<file path="config.mk">
export PLATFORM = sky130hd
export DESIGN_NAME = wildcard_pattern_matcher_top
export DESIGN_NICKNAME = d
export VERILOG_FILES = /design/src/rtl/core/wpm_pkg.sv /design/src/rtl/core/wpm_match_core.sv /design/src/rtl/core/wpm_out_queue.sv /design/src/rtl/core/wildcard_pattern_matcher_top.sv
export SDC_FILE = /design/constraint.sdc
export NUM_CORES = 1
export LEC_CHECK = 0
export BUFFER_PORTS_ARGS = -buffer_cell sky130_fd_sc_hd__buf_4
export CORE_MARGIN = 1.5
export CORE_UTILIZATION = 30
export DETAILED_ROUTE_END_ITERATION = 10
export PLACE_DENSITY = 0.42
export SYNTH_ARGS = -nofsm -noshare
export SYNTH_HDL_FRONTEND = slang
export SYNTH_SLANG_ARGS = --single-unit
</file>
<file path="constraint.sdc">
create_clock -name aclk -period 5.5 [get_ports aclk]
set_input_delay 0.275 -clock aclk [delete_from_list [all_inputs] [get_ports aclk]]
set_output_delay 0.275 -clock aclk [all_outputs]
set_load 0.01 [all_outputs]
</file>
<file path="src/rtl/core/wpm_pkg.sv">
package wpm_pkg;

    // Field widths fixed by the interface.
    localparam int OP_W  = 2;
    localparam int IDX_W = 6;
    localparam int SYM_W = 5;
    localparam int LEN_W = 7;
    localparam int POS_W = 32;

    // Default pattern capacity and the size of the letter alphabet.
    localparam int PATTERN_MAX_DEF = 64;
    localparam int ALPHABET        = 26;

    // Symbol code that matches any text symbol.
    localparam logic [SYM_W-1:0] WILDCARD = SYM_W'(ALPHABET);

    // Operation codes of a request.
    localparam logic [OP_W-1:0] OP_WRITE   = 2'd0;
    localparam logic [OP_W-1:0] OP_TEXT    = 2'd1;
    localparam logic [OP_W-1:0] OP_RESTART = 2'd2;

    // One request as held in the input register.
    typedef struct packed {
        logic [OP_W-1:0]  op;
        logic [IDX_W-1:0] pat_addr;
        logic [SYM_W-1:0] symbol;
    } wpm_req_t;

    // One result as held in the output queue.
    typedef struct packed {
        logic             match;
        logic [POS_W-1:0] start_position;
    } wpm_res_t;

endpackage

</file>
<file path="src/rtl/core/wpm_match_core.sv">
module wpm_match_core #(
    parameter int PATTERN_MAX = wpm_pkg::PATTERN_MAX_DEF
) (
    input  logic                       aclk,
    input  logic                       aresetn,
    input  logic                       cfg_we,
    input  logic [wpm_pkg::LEN_W-1:0]  cfg_wdata,
    input  logic                       req_fire,
    input  wpm_pkg::wpm_req_t          req,
    output logic                       res_push,
    output wpm_pkg::wpm_res_t          res
);

    localparam int IW = (PATTERN_MAX > 1) ? $clog2(PATTERN_MAX) : 1;

    logic [wpm_pkg::LEN_W-1:0] len_reg;
    logic [wpm_pkg::SYM_W-1:0] store_reg  [PATTERN_MAX];
    logic [wpm_pkg::SYM_W-1:0] store_next [PATTERN_MAX];
    logic [PATTERN_MAX-1:0]    bits_reg, bits_next;
    logic [wpm_pkg::POS_W-1:0] pos_reg, pos_next;

    logic [wpm_pkg::SYM_W-1:0] sym_clamp;
    logic [PATTERN_MAX:0]      shift_ext;
    logic [PATTERN_MAX-1:0]    mask;
    logic [PATTERN_MAX-1:0]    advanced;
    logic [31:0]               len_m1;
    logic [IW-1:0]             sel;
    logic                      hit;

    // Shift-and step: extend every partial match by one symbol and drop the
    // positions whose pattern symbol disagrees with the text symbol.
    always_comb begin
        sym_clamp = (req.symbol > wpm_pkg::WILDCARD) ? wpm_pkg::WILDCARD : req.symbol;
        shift_ext = {bits_reg, 1'b1};
        for (int k = 0; k < PATTERN_MAX; k++) begin
            mask[k] = (store_reg[k] == wpm_pkg::WILDCARD) || (store_reg[k] == req.symbol);
        end
        advanced = shift_ext[PATTERN_MAX-1:0] & mask;
    end

    // Effective length minus one, with zero read as one and overlong values capped.
    always_comb begin
        if (len_reg == '0) begin
            len_m1 = '0;
        end else if (32'(len_reg) > 32'(PATTERN_MAX)) begin
            len_m1 = 32'(PATTERN_MAX - 1);
        end else begin
            len_m1 = 32'(len_reg) - 32'd1;
        end
        sel = len_m1[IW-1:0];
        hit = advanced[sel];
    end

    // Result of a text symbol.
    always_comb begin
        res_push           = req_fire && (req.op == wpm_pkg::OP_TEXT);
        res.match          = hit;
        res.start_position = hit ? (pos_reg - len_m1) : '0;
    end

    // Next state of the scan and the pattern store.
    always_comb begin
        bits_next = bits_reg;
        pos_next  = pos_reg;
        for (int k = 0; k < PATTERN_MAX; k++) begin
            store_next[k] = store_reg[k];
            if (req_fire && (req.op == wpm_pkg::OP_WRITE) && (int'(req.pat_addr) == k)) begin
                store_next[k] = sym_clamp;
            end
        end
        if (req_fire) begin
            case (req.op)
                wpm_pkg::OP_TEXT: begin
                    bits_next = advanced;
                    if (pos_reg != '1) begin
                        pos_next = pos_reg + 32'd1;
                    end
                end
                wpm_pkg::OP_RESTART: begin
                    bits_next = '0;
                    pos_next  = '0;
                end
                default: begin
                    bits_next = bits_reg;
                end
            endcase
        end
    end

    // State registers.
    always_ff @(posedge aclk) begin
        if (!aresetn) begin
            len_reg  <= wpm_pkg::LEN_W'(1);
            bits_reg <= '0;
            pos_reg  <= '0;
            for (int k = 0; k < PATTERN_MAX; k++) begin
                store_reg[k] <= wpm_pkg::WILDCARD;
            end
        end else begin
            if (cfg_we) begin
                len_reg <= cfg_wdata;
            end
            bits_reg <= bits_next;
            pos_reg  <= pos_next;
            for (int k = 0; k < PATTERN_MAX; k++) begin
                store_reg[k] <= store_next[k];
            end
        end
    end

endmodule

</file>
<file path="src/rtl/core/wpm_out_queue.sv">
module wpm_out_queue (
    input  logic                       aclk,
    input  logic                       aresetn,
    input  logic                       push,
    input  wpm_pkg::wpm_res_t          push_data,
    output logic                       full,
    output logic                       m_valid,
    input  logic                       m_ready,
    output logic                       m_match,
    output logic [wpm_pkg::POS_W-1:0]  m_start_position
);

    wpm_pkg::wpm_res_t entry_reg [2];
    logic       wr_ptr_reg, wr_ptr_next;
    logic       rd_ptr_reg, rd_ptr_next;
    logic [1:0] cnt_reg, cnt_next;
    logic       pop;

    // Two-entry result queue; the head entry drives the output ports.
    always_comb begin
        full             = (cnt_reg == 2'd2);
        m_valid          = (cnt_reg != 2'd0);
        m_match          = entry_reg[rd_ptr_reg].match;
        m_start_position = entry_reg[rd_ptr_reg].start_position;
        pop              = m_valid && m_ready;
        wr_ptr_next      = push ? ~wr_ptr_reg : wr_ptr_reg;
        rd_ptr_next      = pop ? ~rd_ptr_reg : rd_ptr_reg;
        cnt_next         = cnt_reg + 2'(push) - 2'(pop);
    end

    // Pointer and count registers.
    always_ff @(posedge aclk) begin
        if (!aresetn) begin
            wr_ptr_reg <= 1'b0;
            rd_ptr_reg <= 1'b0;
            cnt_reg    <= 2'd0;
        end else begin
            wr_ptr_reg <= wr_ptr_next;
            rd_ptr_reg <= rd_ptr_next;
            cnt_reg    <= cnt_next;
        end
    end

    // Entry storage.
    always_ff @(posedge aclk) begin
        if (push) begin
            entry_reg[wr_ptr_reg] <= push_data;
        end
    end

endmodule

</file>
<file path="src/rtl/core/wildcard_pattern_matcher_top.sv">
// Channel   | Direction | Ports
// ----------+-----------+---------------------------------------------------
// request   | in        | s_valid, s_ready, s_op, s_pat_addr, s_symbol
// result    | out       | m_valid, m_ready, m_match, m_start_position
// config    | in        | cfg_we, cfg_wdata (pattern length)
//
// One request is taken per cycle while s_ready is high; a text symbol's result passes
// through the input register, then the result queue, before it is offered on m_valid.
// The combinational shift-and update of the partial-match vector sets the rate.
// Reset (aresetn low, synchronous) loads an all-wildcard pattern of length one.
// A stalled result side fills the two-entry queue, then the input register,
// and only then drops s_ready.
module wildcard_pattern_matcher_top #(
    parameter int PATTERN_MAX = wpm_pkg::PATTERN_MAX_DEF
) (
    input  logic                       aclk,
    input  logic                       aresetn,
    input  logic                       cfg_we,
    input  logic [wpm_pkg::LEN_W-1:0]  cfg_wdata,
    input  logic                       s_valid,
    output logic                       s_ready,
    input  logic [wpm_pkg::OP_W-1:0]   s_op,
    input  logic [wpm_pkg::IDX_W-1:0]  s_pat_addr,
    input  logic [wpm_pkg::SYM_W-1:0]  s_symbol,
    output logic                       m_valid,
    input  logic                       m_ready,
    output logic                       m_match,
    output logic [wpm_pkg::POS_W-1:0]  m_start_position
);

    wpm_pkg::wpm_req_t req_reg;
    logic              in_vld_reg, in_vld_next;
    logic              queue_full;
    logic              advance;
    logic              s_fire;
    logic              res_push;
    wpm_pkg::wpm_res_t res;

    // Input register handshake; the held request moves on when the queue has room.
    always_comb begin
        advance     = in_vld_reg && !queue_full;
        s_ready     = !in_vld_reg || advance;
        s_fire      = s_valid && s_ready;
        in_vld_next = s_fire || (in_vld_reg && !advance);
    end

    always_ff @(posedge aclk) begin
        if (!aresetn) begin
            in_vld_reg <= 1'b0;
        end else begin
            in_vld_reg <= in_vld_next;
        end
    end

    always_ff @(posedge aclk) begin
        if (s_fire) begin
            req_reg.op       <= s_op;
            req_reg.pat_addr <= s_pat_addr;
            req_reg.symbol   <= s_symbol;
        end
    end

    wpm_match_core #(
        .PATTERN_MAX (PATTERN_MAX)
    ) u_core (
        .aclk      (aclk),
        .aresetn   (aresetn),
        .cfg_we    (cfg_we),
        .cfg_wdata (cfg_wdata),
        .req_fire  (advance),
        .req       (req_reg),
        .res_push  (res_push),
        .res       (res)
    );

    wpm_out_queue u_queue (
        .aclk             (aclk),
        .aresetn          (aresetn),
        .push             (res_push),
        .push_data        (res),
        .full             (queue_full),
        .m_valid          (m_valid),
        .m_ready          (m_ready),
        .m_match          (m_match),
        .m_start_position (m_start_position)
    );

endmodule

</file>
---- Word-level counts from Yosys, hierarchy flattened ----
Memory sizes are Yosys's and may differ from the RTL's. A register that Yosys moved wholly into a read port is not among the register bits.
Index checks and enable logic that the tools add are counted.
word-level totals
  bits in registers ....................... 120
  memory bits (writable) .................. 386
  bits of input ports ..................... 25
  output and inout bits ................... 35
  word-level logic and storage cells ...... 572
  memories kept ........................... 2
memories
  memory             words  bits a word  rd ports  clocked after Yosys merged registers in  wr ports  line                  text
  u_core.store_reg   64     5            64        0                                        64        wpm_match_core.sv:17  logic [wpm_pkg::SYM_W-1:0] store_reg [PATTERN_MAX];
  u_queue.entry_reg  2      33           1         1                                        1         wpm_out_queue.sv:13   wpm_pkg::wpm_res_t entry_reg [2];
cells by class
  add/subtract/negate cells ............... 5
  order comparisons ....................... 3
  equality and inequality tests ........... 196
  multiplexer cells ....................... 143
  bitwise logic cells ..................... 67
  reductions and logical operators ........ 146
operators with widths
  cell                                                                  number
  5-bit two-way mux                                                     129
  5-bit == test                                                         64
  5-bit == test, second input constant                                  64
  6-bit == test, second input constant                                  32
  32-bit two-way mux                                                    4
  63-bit case mux with 2 select lines                                   1
  6-bit by 5-bit == test with 1-bit output, second input constant       16
  1-bit logical AND                                                     70
  1-bit logical OR                                                      66
  64-bit bitwise AND                                                    1
  1-bit OR                                                              64
  32-bit case mux with 2 select lines                                   1
  6-bit by 4-bit == test with 1-bit output, second input constant       8
  32-bit by 1-bit adder with 32-bit output, second input constant       1
  32-bit inequality test, second input constant                         1
  32-bit subtractor                                                     1
  6-bit by 3-bit == test with 1-bit output, second input constant       4
  6-bit by 2-bit == test with 1-bit output, second input constant       2
  7-bit by 1-bit subtractor with 8-bit output, second input constant    1
  7-bit greater-than comparator, second input constant                  1
  7-bit zero test                                                       1
  6-bit by 7-bit < comparator with 1-bit output, second input constant  1
  1-bit two-way mux                                                     7
  1-bit binary-select mux with 6-bit select                             1
  14 further kinds                                                      19

---- Logic depth before layout (Yosys ltp) ----
Gate-level depths: netlist (run 1).
  depth after elaboration ................. 7
  depth in mapped cells ................... 18
  depth with buffers taken out ............ 17

---- Cells and area by module ----
Synthesis (run 1) repeated with hierarchy kept, for this count alone.
unflattened totals
  cells, all modules ...................... 2975
  area, all modules ....................... 26517.9 sq um
by module, submodules not included
  module                        instances  cells each  area an instance (sq um)
  wpm_match_core                1          2830        23296.1
  wpm_out_queue                 1          126         2781.4
  wildcard_pattern_matcher_top  1          19          440.4

---- Least setup slack after synthesis (run 1) ----
No wires, ideal clock.
  kind .................................... register to register
  start point ............................. reg u_core.len_reg[0] in the netlist's numbering
  end point ............................... mem u_queue.entry_reg[0][29] in the netlist's numbering (data pin)
  library setup time ...................... 0.176 ns
  data arrival time ....................... 4.257 ns
  path slack .............................. 1.067 ns
  cell stages (with the launch flop) ...... 15
  buffers on the path ..................... 0
  cells stage by stage .................... dfxtp_1 inv_1 ha_1 nor2_1 nand4_1 ha_1 a21o_1 o21bai_1 a221o_1 a211o_1 o221ai_1 a21oi_1 o211a_1 o21ai_0 nor3b_1
RTL lines
  item                    line                   text
  start, declared         wpm_match_core.sv:16   logic [wpm_pkg::LEN_W-1:0] len_reg;
  start signal, assigned  wpm_match_core.sv:93   len_reg <= wpm_pkg::LEN_W'(1);
  start signal, assigned  wpm_match_core.sv:101  len_reg <= cfg_wdata;
  end, declared           wpm_out_queue.sv:13

==> results of run 1 <==
[cell usage in the layout (no fill, tap or decap), types with 9 or more instances in the layout]
cell type,Yosys,routed
nor3_1,14,14
dfxtp_1,428,428
and3_1,13,13
nor2b_1,143,143
nor4bb_1,61,61
nor2_1,151,149
and2_1,28,27
clkbuf_16,0,61
mux2i_1,181,181
xnor2_1,292,292
nand4_1,22,22
mux2_2,36,36
a21o_1,12,12
nand3_1,221,221
a22oi_1,41,41
buf_4,11,101
a21oi_1,40,40
clkinv_2,0,13
bufinv_16,0,11
o31ai_1,15,15
buf_12,0,9
o21ai_0,242,242
a31oi_1,15,13
dlygate4sd3_1,0,26
inv_1,31,31
o211ai_1,13,13
nand2_1,392,391
edfxtp_1,79,79
clkbuf_8,0,12
ha_1,45,45
a21boi_0,53,52
xor2_1,76,76
[cell usage after synthesis, types with 5 or more instances]
| master | n |
|---|---|
| nand3b_1 | 8 |
| inv_1 | 31 |
| a21oi_1 | 40 |
| o31ai_1 | 15 |
| a21o_1 | 12 |
| and4_1 | 5 |
| mux2i_1 | 181 |
| and3_1 | 13 |
| mux2_2 | 36 |
| nor3b_1 | 5 |
| dfxtp_1 | 428 |
| ha_1 | 45 |
| or2_2 | 5 |
| clkbuf_1 | 127 |
| o211ai_1 | 13 |
| nor3_1 | 14 |
| buf_4 | 11 |
| nor2_1 | 151 |
| buf_1 | 7 |
| nand2b_1 | 8 |
| buf_2 | 30 |
| nand4_1 | 22 |
| nor2b_1 | 143 |
| buf_6 | 5 |
| nor4_1 | 8 |
| nor4bb_1 | 61 |
| xor2_1 | 76 |
| a22oi_1 | 41 |
| and2_1 | 28 |
| edfxtp_1 | 79 |
| a21boi_0 | 53 |
| nand2_1 | 392 |
| a31oi_1 | 15 |
| xnor2_1 | 292 |
| nand3_1 | 221 |
| o21ai_0 | 242 |
[per-layer routing]
metal | up-vias | GRT usage
li1 | 10200 | -
met1 | 10200 | 0.234
met2 | 394 | 0.295
met3 | 117 | 0.0259
met4 | 0 | 0.0530
met5 | - | 0
[report_power, final]
part	switching [W]	total, W	internal [W]
Sequential	0.0000512	0.00391	0.00386
Combinational	0.000870	0.00142	0.000547
Clock	0.00171	0.00442	0.00272
[stage by stage]
step | instances | area [µm²]
floorplan | 2931 | 26400
global placement | 4017 | 28100
detailed placement | 4017 | 28100
finish | 4158 | 30600
CTS | 4158 | 30600
global route | 4158 | 30600
[layout make-up]
class | instances | area share
Clock inverter | 34 | 0.0163
Inverter | 32 | 0.00409
Timing Repair Buffer | 137 | 0.0397
Clock buffer | 81 | 0.0563
Multi-Input combinational cell | 2212 | 0.478
Sequential cell | 507 | 0.358
Tap cell | 1155 | 0.0473
[path summary, 6_finish.rpt]
path | from | endpoint | slack (ns) | cells after the start
worst max register to register | u_core.len_reg[0] | u_queue.entry_reg[0][29] | 0.77 | 14
worst min-delay path | cfg_we | u_core.len_reg[2] | 0.04 | 3
worst min register to register | u_core.bits_reg[52] | u_core.bits_reg[52] | 0.49 | 2
worst max-delay path | u_core.len_reg[0] | u_queue.entry_reg[0][29] | 0.77 | 14
[worst min-delay path: cells and delay by family]
family	cells	cell delay [ns]
buffers and inverters	1	0.18
multiplexers	1	0.09
AND/OR/NAND/NOR	1	0.10
[kinds of logic (layout without fill, tap and decap cells)]
group                      count (synthesis)  count (layout)
and+or+nand+nor                         1101            1101
DFF                                      507             507
AOI/OAI and AO/OA                        476             476
xor gates and xnor gates                 368             368
muxes                                    219             219
buffers and inverters                    212             284
adders and majority gates                 48              48
[what timing repair did]
action,CTS,global route
buffers inserted,0,0
hold buffers,26,0
endpoints found under the hold margin,50,0
setup endpoints to repair,0,0
==> impl_metrics.tcl, run 1 <==
set metrics [dict create \
    syn_nets 3002 \
    synth_compound_area_frac 0.110 \
    yosys.area.top_type_share 0.324 \
    firstDrtPassIters 5 \
    status "complete, no violations" \
    cts_buffers 61 \
    setup_ws_ns 0.766 \
    period_needed_ns 4.73 \
    syn_avg_cell_area_um2 9.01 \
    critPathArrivalTime_ns 5.17 \
    final-setup-viol-count 0 \
    vias 20900 \
    grt_pass1_vias 20400 \
    synth.yosys.seq_area_share 0.414 \
    cp-start-kind "register" \
    met1_length_um 37700 \
    dp_slack_ns 0.852 \
    viasPerCell 5.03 \
    total_power_w 0.00975 \
    final_max_slew_viol_count 0 \
    worst_hold_slack_ns 0.0422 \
    cts_sinks 507 \
    n_antenna_cell 0 \
    synthSimpleGateAreaFrac 0.211 \
    drt_iter0_drc 1412 \
    yosys.area.top_type "dfxtp_1" \
    synth_adder_area_share 0.0230 \
    htree_levels 2 \
    ir_drop_uv 261 \
    fin_skew_ns 0.0466 \
    dieArea_um2 89800 \
    rsz0062_at_grt "no" \
    fill_cells 8837 \
    max_freq_ghz 0.211 \
    clk_pin_slew_ns 0.06 \
    slowest_delay_ns 0.65 \
    tns_ns 0 \
    synth-edff-count 79 \
    synth_top_family_by_area "simple AND/OR/NAND/NOR gates" \
    regArea_um2 10900 \
    largest_register_ffs 320 \
    slowest_stage "ha_1" \
    ant_nets 0 \
    gp_congestion 0.801 \
    top_layer_used "met4" \
    grt_pass1_wl_um 124000 \
    grt_max_degree 254 \
    met3_length_um 3300 \
    final_nets 3022 \
    grt_use_total 0.176 \
    ios 60 \
    synthCells 2931 \
    critPathBufInv 1 \
    yosys_warnings 0 \
    cts_tree "built" \
    port_buffers 59 \
    worstMarginPinSlew_ns 1.31 \
    cp_data_required_time_ns 5.94 \
    crit_family "compound AO/OA/AOI/OAI gates" \
    synth_seq_cells 507 \
    cp-end-kind "register" \
    cts_buffer_depth 3 \
    drc 0 \
    netlist_area_um2 26400 \
    synth.mux.area_fraction 0.0856 \
    post-route-util 0.351 \
    fin_crit_sh 0.861 \
    start_util 0.304 \
    p_leak_nw 10.2 \
    cellPowerDensity_nw_per_um2 319 \
    root_buffer "clkbuf_16" \
    wirelength_um 80900 \
    max_slew_margin 0.126 \
    wl_per_cell_um 19.4 \
    drive_gt1_frac 0.0932 \
    antenna_found_initial 1 \
    synth_cell_type_count 75 \
    cts_resized 0 \
    core_area_um2 87000 \
    synthFlopType "dfxtp_1" \
    critPathKind "register to register" \
    die_h_um 300 \
    multiInputGateArea_um2 14600 \
    fp-row-count 108 \
    dr_wl_met2_um 37600 \
    die_w_um 300 \
    clk_latency_ns 0.65 \
    crit_chain "inv_1 -> ha_1 -> nor2_1 -> nand4_1 -> ha_1 -> a21oi_1 -> nand2_1 -> a221o_1 -> a211o_1 -> o221ai_1 -> a21oi_1 -> o211a_1 -> o21ai_0 -> nor3b_1" \
    synthTopCellsByArea "dfxtp_1 (32%), xnor2_1 (9.7%), edfxtp_1 (9.0%)" \
    synthArstFlopShare 0 \
    path_max_fanout 13 \
    hold_path_class "input pin to register" \
    drv_cap 0 \
    syn_to_final_growth_pct 15.7 \
    hpwl_um 52600 \
    synth_xor_area_frac 0.122 \
    overflow 0 \
    hold_violations 0 \
]
Power figures use the tool's default switching activity.
==> run 2, diff against run 1 <==
- CORE_MARGIN: 1.5 -> unset
==> run 2 against run 1 <==
Worst setup slack improved by 0.11 ns; final area decreased by 0.75%; register-to-register slack improved by 0.11 ns; cell count decreased by 0.24%; critical path depth unchanged; sequential cell count unchanged; utilization decreased by 0.26 points; sequential power about the same; power decreased by 3.1%; critical path type unchanged; largest cell class unchanged.
==> impl_metrics.tcl, run 2 (same netlist as run 1, synthesis figures left out) <==
set metrics [dict create \
    final_max_slew_viol_count 0 \
    cts_sinks 507 \
    worst_hold_slack_ns 0.0851 \
    ios 60 \
    dieArea_um2 89200 \
    cellPowerDensity_nw_per_um2 312 \
    core_area_um2 87000 \
    cp_data_required_time_ns 5.95 \
    cp-start-kind "register" \
    hold_path_class "input pin to register" \
    overflow 0 \
    vias 20700 \
    final_nets 3013 \
    cts_tree "built" \
    fin_crit_sh 0.841 \
    drt_iter0_drc 1152 \
    fill_cells 8862 \
    cp-end-kind "register" \
    grt_max_degree 226 \
    fin_skew_ns 0.0379 \
    critPathKind "register to register" \
    wirelength_um 80500 \
    antenna_found_initial 1 \
    grt_use_total 0.178 \
    cts_buffer_depth 3 \
    grt_pass1_vias 20400 \
    root_buffer "clkbuf_16" \
    die_w_um 299 \
    n_antenna_cell 0 \
    drv_cap 0 \
    max_freq_ghz 0.216 \
    clk_pin_slew_ns 0.06 \
    largest_register_ffs 320 \
    max_slew_margin 0.233 \
    final_cell_mix "dfxtp_1 (428), nand2_1 (391), xnor2_1 (292)" \
    cts_buffers 61 \
    period_needed_ns 4.62 \
    wl_per_cell_um 19.4 \
    grt_pass1_wl_um 124000 \
    hpwl_um 51100 \
    die_h_um 299 \
    path_max_fanout 12 \
    drive_gt1_frac 0.0885 \
    syn_to_final_growth_pct 14.8 \
    ir_drop_uv 259 \
    final-setup-viol-count 0 \
    fp-row-count 108 \
    port_buffers 59 \
    ant_nets 0 \
    critPathArrivalTime_ns 5.07 \
    rsz0062_at_grt "no" \
    gp_congestion 0.824 \
    clk_latency_ns 0.65 \
    status "complete, no violations" \
    worstMarginPinSlew_ns 1.15 \
    tns_ns 0 \
    hold_violations 0 \
    drc 0 \
    p_leak_nw 10.1 \
    start_util 0.304 \
    cts_resized 0 \
    firstDrtPassIters 5 \
    htree_levels 2 \
    final_common_cell "dfxtp_1" \
    viasPerCell 4.99 \
]
-- run 2: timing repair --
item	CTS	global route
hold endpoints to repair	51	0
buffers inserted	0	0
setup endpoints to repair	0	0
hold buffers	24	0
-- run 2: final timing paths --
check	from	cells past startpoint	endpoint	slack [ns]
worst min register to register	u_core.bits_reg[52]	2	u_core.bits_reg[52]	0.49
worst min-delay path	m_ready	4	u_queue.rd_ptr_reg	0.09
worst max-delay path	u_core.len_reg[0]	14	u_queue.entry_reg[0][29]	0.88
worst max register to register	u_core.len_reg[0]	14	u_queue.entry_reg[0][29]	0.88
-- run 2: where the power goes --
group / total [W] / internal, W / switching (W)
combinational: 0.00141 / 0.000543 / 0.000871
clock: 0.00413 / 0.00245 / 0.00168
sequential: 0.00391 / 0.00386 / 0.0000477
-- run 2: metal layers --
layer / share of wire / GRT usage
met1: 0.47 / 0.238
met2: 0.47 / 0.300
met4: 0.028 / 0.0555
met3: 0.033 / 0.0208
met5: 0 / 0
-- run 2: worst max-delay path, cell delays in order (launching register included) --
cell      delay (ns)
dfxtp_1         0.39
inv_1           0.10
ha_1            0.27
nor2_1          0.13
nand4_1         0.58
ha_1            0.63
a21o_1          0.24
o21bai_1        0.17
a221o_1         0.38
a211o_1         0.31
o221ai_1        0.42
a21oi_1         0.17
o211a_1         0.25
o21ai_0         0.14
nor3b_1         0.25
-- run 2: cell type report --
cell class | instances | area (µm²) | area share
Multi-Input combinational cell | 2212 | 14600 | 0.482
Sequential cell | 507 | 10900 | 0.361
Clock buffer | 93 | 1860 | 0.0613
Tap cell | 1155 | 1450 | 0.0476
Timing Repair Buffer | 128 | 1140 | 0.0376
Clock inverter | 21 | 209 | 0.00689
Inverter | 32 | 125 | 0.00413
-- run 2: metrics by stage --
step,power (W),instance area [µm²],cells,setup WS [ns],util
floorplan,0.00489,26400,2931,1.07,-
global placement,0.00540,28000,4010,1.03,0.322
detailed placement,0.00541,28000,4010,0.974,0.322
CTS,0.00961,30300,4148,0.959,0.349
global route,0.00986,30300,4148,0.508,0.349
finish,0.00945,30300,4148,0.877,0.349
